===== src/rtl/rtp_pkg.sv =====
// shared types and constants for the rotate-translate-perspective core
// no dependencies
`timescale 1ns / 1ps

package rtp_pkg;

  localparam int unsigned MacW   = 33;
  localparam int unsigned DepthW = 16;
  localparam int unsigned QuotW  = 17;
  localparam int unsigned ScrW   = 16;
  localparam int unsigned CfgW   = 64;
  localparam int unsigned CfgIdxW = 3;
  localparam int unsigned InDataW  = 48;
  localparam int unsigned OutDataW = 184;

  localparam logic [QuotW-1:0]  QuotSat  = 17'h1FFFF;
  localparam logic [DepthW-1:0] DepthMax = 16'hFFFF;

  typedef enum logic [CfgIdxW-1:0] {
    CFG_ROT_AB   = 3'd0,
    CFG_ROT_CD   = 3'd1,
    CFG_ROT_E    = 3'd2,
    CFG_TRANS_XY = 3'd3,
    CFG_TRANS_Z  = 3'd4,
    CFG_PROJ_H   = 3'd5,
    CFG_SCR_OFS  = 3'd6,
    CFG_UNUSED   = 3'd7
  } cfg_idx_e;

  typedef struct packed {
    logic signed [MacW-1:0] x;
    logic signed [MacW-1:0] y;
    logic signed [MacW-1:0] z;
  } mac_t;

  // handshake between pipeline sections
  typedef struct packed {
    logic en;
    logic valid;
  } pipe_ctl_t;

endpackage


===== src/rtl/rtp_project.sv =====
// screen projection: mac times quotient, then offset add, two stages
// depends on rtp_pkg
`timescale 1ns / 1ps

module rtp_project (
  input  logic                clk_i,
  input  logic                rst_ni,
  input  rtp_pkg::pipe_ctl_t  ctl_i,
  input  rtp_pkg::mac_t       mac_i,
  input  logic [15:0]         depth_i,
  input  logic [16:0]         quot_i,
  input  logic                ovf_i,
  input  logic [63:0]         scr_ofs_i,
  output logic                valid_o,
  output logic [183:0]        data_o
);
  import rtp_pkg::*;

  logic signed [50:0] px_d, py_d, px_q, py_q;
  logic               v1_q, v2_q;
  mac_t               mac1_q;
  logic [15:0]        depth1_q;
  logic [16:0]        quot1_q;
  logic               ovf1_q;
  logic [15:0]        sx_d, sy_d;
  logic [183:0]       data_d, data_q;

  assign px_d = mac_i.x * $signed({1'b0, quot_i});
  assign py_d = mac_i.y * $signed({1'b0, quot_i});

  // only the low 16 bits of the sum survive
  assign sx_d = px_q[27:12] + scr_ofs_i[31:16];
  assign sy_d = py_q[27:12] + scr_ofs_i[63:48];

  assign data_d = {5'b0, depth1_q[15:2], sy_d, sx_d, ovf1_q, quot1_q, depth1_q,
                   mac1_q.z, mac1_q.y, mac1_q.x};

  always_ff @(posedge clk_i or negedge rst_ni) begin
    if (!rst_ni) begin
      v1_q <= 1'b0;
      v2_q <= 1'b0;
    end else if (ctl_i.en) begin
      v1_q <= ctl_i.valid;
      v2_q <= v1_q;
    end
  end

  always_ff @(posedge clk_i) begin
    if (ctl_i.en) begin
      px_q     <= px_d;
      py_q     <= py_d;
      mac1_q   <= mac_i;
      depth1_q <= depth_i;
      quot1_q  <= quot_i;
      ovf1_q   <= ovf_i;
      data_q   <= data_d;
    end
  end

  assign valid_o = v2_q;
  assign data_o  = data_q;

endmodule


===== config.mk =====
export PLATFORM = sky130hd
export DESIGN_NAME = rtp_project
export DESIGN_NICKNAME = d
export VERILOG_FILES = /design/src/rtl/rtp_pkg.sv /design/src/rtl/rtp_project.sv
export SDC_FILE = /design/constraint.sdc
export NUM_CORES = 2
export LEC_CHECK = 0
export BUFFER_PORTS_ARGS = -buffer_cell sky130_fd_sc_hd__clkbuf_2
export CELL_PAD_IN_SITES_DETAIL_PLACEMENT = 0
export CELL_PAD_IN_SITES_GLOBAL_PLACEMENT = 1
export CORE_ASPECT_RATIO = 0.75
export CORE_MARGIN = 4
export CORE_UTILIZATION = 44
export CTS_BUF_LIST = sky130_fd_sc_hd__clkbuf_8
export DETAILED_ROUTE_END_ITERATION = 7
export PLACE_DENSITY_LB_ADDON = 0.1
export SYNTH_ARGS = -nofsm -noshare
export SYNTH_HDL_FRONTEND = slang
export SYNTH_SLANG_ARGS = --single-unit

===== constraint.sdc =====
create_clock -name clk_i -period 2.55 [get_ports clk_i]
set_input_delay 0.255 -clock clk_i [delete_from_list [all_inputs] [get_ports clk_i]]
set_output_delay 0.255 -clock clk_i [all_outputs]
set_load 0.1 [all_outputs]

==> reports/results.txt <==
Status -> finished, violations left
Failing checks -> setup timing
First-pass GRT wire length -> 132300 microns
Max FO, Critical Path -> 8
Slew Viols, Final -> 0
H-tree levels -> 2
Total Routing Usage GR -> 0.2257
Synth Register Bits -> 332
# rows -> 84
I/O Buffers -> 348
Crit path capture type -> flip-flop
Final antenna-violating net count -> 0
Crit share post-route -> 1.992
Layout Skew -> 0.02225 ns
Syn Inst Count -> 2862
Unrepaired setup endpoints after global routing -> yes
Initial DRC count -> 1003
EDFF count, synth -> 330
Max Clock Freq -> 196.9 MHz
Vias -> 21.64k
Worst setup slack after layout -> -2.530 ns
Cell area after synthesis -> 0.03121 sq mm
Clock transition at path regs -> 0.06 ns
RD Place Congestion -> 0.8401
CTS tree -> done
Clock Latency Late Sink -> 0.68 ns
Largest net degree at the start of global routing -> 68
Synth async-reset ratio -> 0.006024
Clk sink count -> 332
Die Wd -> 315.5 microns
Total gr overflow -> 0
Initial core utilization -> 0.4445
Dpl ws -> -3.320 ns
Synth warn -> 0
Core Region -> 0.07021 sq mm
Relative slew slack -> 0.6138
Final setup vio count -> 34
Total CTS buffers -> 55
Max-Cap Viols -> 0
Main synth FF type -> edfxtp_1
# DRC -> 0
Nets@finish -> 4520
Die height -> 238.6 microns
Min Clock Period, post-route -> 5.080 ns
Vias per inst -> 4.681
Vias in the first global route -> 24.27k
Hold violation count in the final report -> 0
Layout cells sized above 1 -> 0.2810
Area added between synthesis and finish -> 30.39%
First drt pass iteration count -> 5
Crit path kind -> in2reg
Critical path arrival -> 5.50 ns
# IOs -> 386
Synth cell types -> 46
Seq/Total Area, Yosys -> 0.3191
Routed WL -> 83080 microns
Hold Crit Class -> in2reg
Clk root buf -> clkbuf_8
Max Root-Sink Buffers -> 3
Critical path startpoint category -> input port
WL/cell -> 17.97 microns
Die Area -> 0.07530 sq mm
Avg Inst Size Synth -> 10.90 sq um
Initial antenna violation count -> 3
Critical Path RT -> 2.97 ns
Worst-Margin Slew -> 0.5817 ns
Detailed placement HPWL -> 64780 microns
==> through the flow <==
step	utilization	TNS (ns)	hold slack [ns]	cells	instance area [sq um]
finish	0.5796	-71.88	0.05461	4624	40690
global route	0.5796	-76.39	0.01189	4624	40690
CTS	0.5686	-68.57	0.0002650	4596	39920
detailed placement	0.5218	-97.47	0.04546	4347	36630
global placement	0.5218	-95.49	0.04110	4347	36630
floorplan	-	-78.30	-0.04059	2866	31950
==> placed cells by master (no fill, tap or decap), types with 12 or more instances in the layout <==
cell / count
a21o_1: 12
a21oi_1: 21
a21oi_2: 13
and2_1: 275
and2_4: 34
buf_12: 32
buf_4: 300
buf_6: 36
clkbuf_2: 319
clkbuf_8: 62
clkinv_1: 13
dlygate4sd3_1: 111
edfxtp_1: 330
fa_1: 495
fa_2: 21
ha_1: 132
ha_4: 30
inv_1: 664
inv_2: 44
nand2_1: 376
nand3_1: 12
nor2_1: 27
nor3_1: 12
xnor2_1: 88
xor2_1: 17
==> repair_timing <==
| action | in CTS | in global routing |
|---|---|---|
| hold buffers | 109 | 2 |
| buffers inserted | 39 | 26 |
| pin swaps | 64 | 99 |
| cloned | 5 | 6 |
| gates resized for setup | 181 | 141 |
| endpoints found under the setup margin | 37 | 40 |
| endpoints found under the hold margin | 109 | 2 |
==> path summary, 6_finish.rpt <==
kind / from / to / slack [ns] / cells after the start
max in group asynchronous: rst_ni / valid_o$_DFFE_PN0P_ / 1.95 / 3
max reg2reg: py_q[12]$_DFFE_PP_ / data_o[163]$_DFFE_PP_ / -0.03 / 12
min reg2reg: data_d[83]$_DFFE_PP_ / data_o[83]$_DFFE_PP_ / 0.40 / 0
max: quot_i[3] / py_q[24]$_DFFE_PP_ / -2.53 / 25
min in group asynchronous: rst_ni / v1_q$_DFFE_PN0P_ / 0.46 / 3
min: mac_i[33] / data_d[33]$_DFFE_PP_ / 0.05 / 2
==> registers in the layout, indices dropped and copies added, names as in the netlist, 16 cells and up <==
| register | cells |
|---|---|
| px_q | 16 |
| py_q | 16 |
| quot1_q | 17 |
| data_o | 165 |
| depth1_q | 16 |
| data_d | 99 |
==> layer usage <==
layer | global-route usage | vias up | part of all wire
met4 | 0.05177 | 0 | 0.020
li1 | - | 10079 | -
met2 | 0.4069 | 425 | 0.52
met1 | 0.2917 | 11058 | 0.42
met3 | 0.02964 | 81 | 0.042
met5 | 0 | - | 0
==> cell usage after synthesis, types with 2 or more instances <==
master | count | area, sq um
fa_1 | 516 | 10330
and2_1 | 309 | 1933
o41ai_1 | 2 | 17.52
nor2_1 | 38 | 142.6
and3b_1 | 2 | 17.52
inv_1 | 693 | 2601
o21ai_0 | 19 | 95.09
nor3_1 | 21 | 105.1
nand4_1 | 3 | 18.77
or3_1 | 5 | 31.28
a21oi_1 | 38 | 190.2
xnor2_1 | 91 | 797.0
nand3_1 | 12 | 60.06
mux2_2 | 2 | 22.52
a21o_1 | 12 | 90.09
nand2b_1 | 4 | 25.02
and4_1 | 3 | 26.28
nor2b_1 | 6 | 37.54
o21a_1 | 10 | 75.07
xor2_1 | 19 | 166.4
buf_4 | 19 | 142.6
edfxtp_1 | 330 | 9910
a21boi_0 | 2 | 15.01
ha_1 | 170 | 2127
nor4_1 | 2 | 12.51
nand4b_1 | 3 | 26.28
clkbuf_1 | 111 | 416.7
a31oi_1 | 3 | 18.77
or2_2 | 4 | 25.02
dfrtp_1 | 2 | 50.05
a211o_1 | 2 | 17.52
and3_1 | 5 | 31.28
nand2_1 | 386 | 1449
a211oi_1 | 5 | 37.54
a221oi_1 | 2 | 17.52
==> worst max-delay path: stages <==
cell and delay (ns):
clkbuf_16 0.15, buf_12 0.15, and2_4 0.14, fa_1 0.56
inv_2 0.05, fa_1 0.45, fa_1 0.49, inv_1 0.05
fa_1 0.49, fa_1 0.54, inv_2 0.04, fa_1 0.51
inv_2 0.05, ha_4 0.23, a21o_1 0.15, a21o_1 0.16
a21oi_2 0.14, a21o_1 0.17, o21ai_4 0.08, buf_4 0.14
buf_6 0.11, a21oi_4 0.14, inv_2 0.05, a21oi_2 0.12
xnor2_1 0.08
==> area by class of cell <==
cell class | count | area (sq um)
diodes | 2 | 5.005
clock buffers | 55 | 757.0
clock inverters | 45 | 304.0
fillers | 6066 | 29520
inverters | 693 | 2601
multi-input cells | 1711 | 19170
flip-flops and latches | 332 | 9960
well taps | 946 | 1184
repair buffers | 840 | 6708
==> cell families (layout without fill, tap and decap cells) <==
kind of cell / count (synthesis) / after routing / synth area share
other: 1 / 7 / 0.0001202
multiplexers: 3 / 3 / 0.001042
XOR/XNOR: 110 / 110 / 0.03087
AO/OA/AOI/OAI: 102 / 102 / 0.02149
AND/OR/NAND/NOR: 805 / 805 / 0.1269
adder cells (fa/ha/maj): 686 / 686 / 0.3992
flip-flops: 332 / 332 / 0.3191
buffers and inverters: 823 / 1633 / 0.1013
Power is not shown: default switching activity piles up to over one toggle a cycle in this logic, so the estimate is an artifact.
