==> src/rtl/rtp_pkg.sv <==
// shared types and constants for the rotate-translate-perspective core
// no dependencies
`timescale 1ns / 1ps

package rtp_pkg;

  localparam int unsigned MacW   = 33;
  localparam int unsigned DepthW = 16;
  localparam int unsigned QuotW  = 17;
  localparam int unsigned ScrW   = 16;
  localparam int unsigned CfgW   = 64;
  localparam int unsigned CfgIdxW = 3;
  localparam int unsigned InDataW  = 48;
  localparam int unsigned OutDataW = 184;

  localparam logic [QuotW-1:0]  QuotSat  = 17'h1FFFF;
  localparam logic [DepthW-1:0] DepthMax = 16'hFFFF;

  typedef enum logic [CfgIdxW-1:0] {
    CFG_ROT_AB   = 3'd0,
    CFG_ROT_CD   = 3'd1,
    CFG_ROT_E    = 3'd2,
    CFG_TRANS_XY = 3'd3,
    CFG_TRANS_Z  = 3'd4,
    CFG_PROJ_H   = 3'd5,
    CFG_SCR_OFS  = 3'd6,
    CFG_UNUSED   = 3'd7
  } cfg_idx_e;

  typedef struct packed {
    logic signed [MacW-1:0] x;
    logic signed [MacW-1:0] y;
    logic signed [MacW-1:0] z;
  } mac_t;

  // handshake between pipeline sections
  typedef struct packed {
    logic en;
    logic valid;
  } pipe_ctl_t;

endpackage

==> src/rtl/rtp_divide.sv <==
// pipelined restoring divider for (h << 12) / depth, one quotient bit per stage
// depends on rtp_pkg
`timescale 1ns / 1ps

module rtp_divide (
  input  logic                clk_i,
  input  logic                rst_ni,
  input  rtp_pkg::pipe_ctl_t  ctl_i,
  input  logic [15:0]         depth_i,
  input  logic [15:0]         proj_h_i,
  input  rtp_pkg::mac_t       mac_i,
  output logic                valid_o,
  output rtp_pkg::mac_t       mac_o,
  output logic [15:0]         depth_o,
  output logic [16:0]         quot_o,
  output logic                ovf_o
);
  import rtp_pkg::*;

  localparam int unsigned Steps = QuotW;

  logic              v_q     [Steps+1];
  logic [15:0]       rem_q   [Steps+1];
  logic [QuotW-1:0]  q_q     [Steps+1];
  logic [15:0]       div_q   [Steps+1];
  logic              sat_q   [Steps+1];
  mac_t              mac_q   [Steps+1];
  logic [27:0]       numer;

  assign numer = {proj_h_i, 12'b0};

  // quotient of 2^17 or more exactly when h >> 5 >= depth
  always_ff @(posedge clk_i or negedge rst_ni) begin
    if (!rst_ni) begin
      v_q[0] <= 1'b0;
    end else if (ctl_i.en) begin
      v_q[0] <= ctl_i.valid;
    end
  end

  always_ff @(posedge clk_i) begin
    if (ctl_i.en) begin
      rem_q[0] <= {5'b0, numer[27:17]};
      q_q[0]   <= '0;
      div_q[0] <= depth_i;
      sat_q[0] <= (depth_i == '0) || ({5'b0, proj_h_i[15:5]} >= depth_i);
      mac_q[0] <= mac_i;
    end
  end

  for (genvar s = 0; s < Steps; s++) begin : g_step
    localparam int unsigned Bit = Steps - 1 - s;
    logic [16:0] trial;
    logic        ge;

    assign trial = {rem_q[s], numer[Bit]};
    assign ge    = trial >= {1'b0, div_q[s]};

    always_ff @(posedge clk_i or negedge rst_ni) begin
      if (!rst_ni) begin
        v_q[s+1] <= 1'b0;
      end else if (ctl_i.en) begin
        v_q[s+1] <= v_q[s];
      end
    end

    always_ff @(posedge clk_i) begin
      if (ctl_i.en) begin
        rem_q[s+1] <= ge ? 16'(trial - {1'b0, div_q[s]}) : trial[15:0];
        q_q[s+1]   <= {q_q[s][QuotW-2:0], ge};
        div_q[s+1] <= div_q[s];
        sat_q[s+1] <= sat_q[s];
        mac_q[s+1] <= mac_q[s];
      end
    end
  end

  assign valid_o = v_q[Steps];
  assign mac_o   = mac_q[Steps];
  assign depth_o = div_q[Steps];
  assign quot_o  = sat_q[Steps] ? QuotSat : q_q[Steps];
  assign ovf_o   = sat_q[Steps] || (q_q[Steps] == QuotSat);

endmodule

==> config.mk <==
export PLATFORM = sky130hd
export DESIGN_NAME = rtp_divide
export DESIGN_NICKNAME = d
export VERILOG_FILES = /design/src/rtl/rtp_pkg.sv /design/src/rtl/rtp_divide.sv
export SDC_FILE = /design/constraint.sdc
export NUM_CORES = 2
export LEC_CHECK = 0
export ABC_CLOCK_PERIOD_IN_PS = 8500
export BUFFER_PORTS_ARGS = -buffer_cell sky130_fd_sc_hd__buf_2
export CELL_PAD_IN_SITES_DETAIL_PLACEMENT = 1
export CELL_PAD_IN_SITES_GLOBAL_PLACEMENT = 2
export CORE_AREA = 2 2 555 557
export CTS_CLUSTER_DIAMETER = 60
export DETAILED_ROUTE_END_ITERATION = 7
export DIE_AREA = 0 0 557 559
export GPL_TIMING_DRIVEN = 0
export PLACE_DENSITY_LB_ADDON = 0.05
export SLEW_MARGIN = 10
export SYNTH_ARGS = -nofsm -noshare
export SYNTH_HDL_FRONTEND = slang
export SYNTH_SLANG_ARGS = --single-unit
==> constraint.sdc <==
create_clock -name clk_i -period 8.5 [get_ports clk_i]
set_clock_uncertainty 0.05 [all_clocks]
set_input_delay 0.425 -clock clk_i [delete_from_list [all_inputs] [get_ports clk_i]]
set_output_delay 0.425 -clock clk_i [all_outputs]
set_load 0.005 [all_outputs]
==> metrics.cfg <==
[logic_synthesis]
synth_nets=5224
synthCells=4795
yosys_warnings=0
synth_mux_area_share_pct=1.68
ys_dominant_reg_cell=edfxtp_1
syn_area_sq_um=91400
synth_xor_area_share_pct=1.66
synth_cell_types=79
synth_async_sr_flop_share_pct=0.713
synth-compound-area-share_pct=4.47
synth_simple_gate_area_share_pct=3.44
synth_top_family_by_area=compound AO/OA/AOI/OAI gates
avgSynthCellArea_sq_um=19.1
synth_seq_cells=2526
synth_edf_count=2508
synthAdderAreaFrac_pct=4.16
ys_seq_area_share_pct=82.9

[finish]
syn_to_final_growth_pct=20.5
fin_nets=5966
final_common_cell=edfxtp_1
final_cell_mix=edfxtp_1, inv_1, clkbuf_16, buf_2, ha_1
drive_above_1_share_pct=16.1
instances_no_fill=9899

[setup_path]
crit_top_cell=buf_16
crit_buf_inv=9
crit_slowest_cell=dlygate4sd3_1
worst_path_largest_cell_delay_ns=0.57
path_cells=dlygate4sd3_1 > buf_12 > buf_16 > buf_16 > buf_16 > buf_16 > buf_16 > clkbuf_1 > buf_1 > mux2_2
cp_max_fo=147
arrival_ns=5.67
crit_family=buffers and inverters
endpoint_kind=register
start_kind=input pin
critPathKind=input pin to register
cp.required_ns=9.17

[status]
outcome=completed

[placement]
hpwl_um=100000
port_buffers=268
gp_congestion=0.768
dp_cells=9182

[cts]
cts_buffers=318
cts_tree=done
hold_buffers=135
postCtsSetupRepairBufs=0
clkTransAtPathRegs_ns=0.05
cts_resized=0
root_buffer=clkbuf_16
cts_sinks=2526
cts_max_path_buffers=4
cts_max_level=5
clock_latency_ns=0.87

[floorplan]
die-height_um=559
core-area_sq_um=305000
dieArea_sq_um=311000
num_rows=203
start_util_pct=30.0
die_w_um=557
io_pins=269

[power_and_ir_drop]
p_int_w=0.0260
p_comb_share_pct=17.2
netSwitchingFraction_pct=26.3
p_seq_share_pct=45.4
ir_drop_uv=162
pwr-share-clk_pct=37.4
p_sw_w=0.00927
power_density_nw_per_um2=320
power_leakage_nw=39.8

[detailed_routing]
dr.pass1.iters=5
viasPerCell=4.22
via_count=41747
remaining_drc_errors=0
drt_iter0_drc=2522
antenna_left=0
drt_wl_total_um=160000
wl_per_cell_um=16.1

[timing]
slew_headroom_pct=26.7
finalCriticalPeriod_ns=5.00
layout_worst_path_cycle_share_pct=58.8
hold_viol=0
fin_tns_setup_ns=0
fmaxAchievable_mhz=200
finalSetupViolCount=0
rsz0062_at_grt=false
tightest_slew_ns=1.07
slew_viol_final=0
holdWs_ns=0.209

[flow_run]
maxCapViolCount=0

[global_route]
grt_usage_pct=10.1
grt_pass1_wl_um=251000
grt_max_degree=157
antenna_found_initial=6
grt_pass1_vias=44600
grt_overflow=0

[worst_hold_path]
hp-class=input pin to register

## final timing paths
kind	end	from	cells after the start	slack, ns
min in group asynchronous	v_q[17]	rst_ni	3	0.68
worst max register to register	rem_q[6][6]	rem_q[5][0]	11	4.40
worst min-delay path	mac_q[0][61]	mac_i[61]	2	0.21
worst min register to register	mac_q[16][23]	mac_q[15][23]	0	0.34
max in group asynchronous	v_q[12]	rst_ni	3	7.19
worst max-delay path	v_q[12]	ctl_i[1]	10	3.50
## area by class of cell
class | instances | area [sq um]
sequential | 2526 | 75800
buffer | 39 | 213
multi-input combinational | 1877 | 14100
inverter | 353 | 1330
antenna | 3 | 7.51
fill | 29979 | 195000
timing repair buffer | 422 | 3230
clock inverter | 203 | 2130
tap | 4100 | 5130
clock buffer | 376 | 8270
## metrics by stage
step / power [W] / area [sq um] / setup WS [ns] / utilization, %
floorplan: 0.0204 / 91400 / 5.49 / -
detailed placement: 0.0225 / 98400 / 3.02 / 32.2
global placement: 0.0234 / 97800 / -35.06 / 32.1
global route: 0.0373 / 110000 / 3.05 / 36.1
finish: 0.0353 / 110000 / 3.50 / 36.1
CTS: 0.0361 / 110000 / 3.33 / 36.1
## flip-flops by register name, indices dropped and copies added, names as in the netlist
signal,cells
div_q,288
mac_q,1782
q_q,153
rem_q,267
sat_q,18
v_q,17
valid_o,1
## metal layers
metal  GRT usage (%)  share of wire, %  vias to the layer above
met5               0             0.016                        -
met4            4.73               4.4                        4
met3            2.00               3.9                      404
met2            17.6                50                      604
met1            11.9                41                    20790
li1                -                 -                    19945
## cells in the mapped netlist, types with 7 or more instances
master     count  share of area [%]
or3_1         15               0.10
xnor2_1      114                1.1
mux2i_1       15               0.16
dfrtp_1       18               0.49
o41ai_1       11               0.11
o21bai_1      14               0.12
ha_1         278                3.8
nor3_1        62               0.34
nor4_1        15               0.10
and2_1         9              0.062
a2111oi_0      7              0.067
a31oi_1       18               0.12
a21boi_0       8              0.066
or4_1          8              0.066
o211ai_1      10              0.082
nand3_1       36               0.20
a21oi_1      144               0.79
a21o_1        62               0.51
mux2_2       108                1.3
nand2b_1      38               0.26
o21a_1        49               0.40
a211oi_1      20               0.16
nand2_1      184               0.76
mux2_4         8               0.13
buf_2         13              0.071
nor2_1       150               0.62
clkbuf_1      19              0.078
edfxtp_1    2508                 82
o21ai_0      168               0.92
nor2b_1       48               0.33
a31o_2         7              0.067
o31a_1        12               0.12
or2_2         26               0.18
inv_1        352                1.4
nand4_1       36               0.25
xor2_1        59               0.57
a211o_1        7              0.067
and3_1         8              0.055
fa_1          16               0.35
o31ai_1       21               0.17
## cell families after synthesis
| group | count (synthesis) |
|---|---|
| flip-flops | 2526 |
| AND/OR/NAND/NOR | 649 |
| AO/OA/AOI/OAI | 626 |
| buffers and inverters | 392 |
| adder cells (fa/ha/maj) | 294 |
| XOR/XNOR | 173 |
| multiplexers | 135 |
## worst reg2reg max path, delay by kind of cell (launching register included)
family	cells	cell delay, ns
AND/OR/NAND/NOR	2	0.32
AO/OA/AOI/OAI	6	1.67
flip-flops	1	0.42
adder cells (fa/ha/maj)	1	0.33
buffers and inverters	2	1.00
## power groups by stage
stage | clock [W] | combinational [W] | sequential [W]
after floorplan | 0 | 0.00435 | 0.0160
after global placement | 0 | 0.00608 | 0.0173
after detailed placement | 0 | 0.00617 | 0.0163
after CTS | 0.0138 | 0.00626 | 0.0161
after global routing | 0.0143 | 0.00686 | 0.0162
final | 0.0132 | 0.00606 | 0.0160
Note: power is estimated with default switching activity, not from simulation.
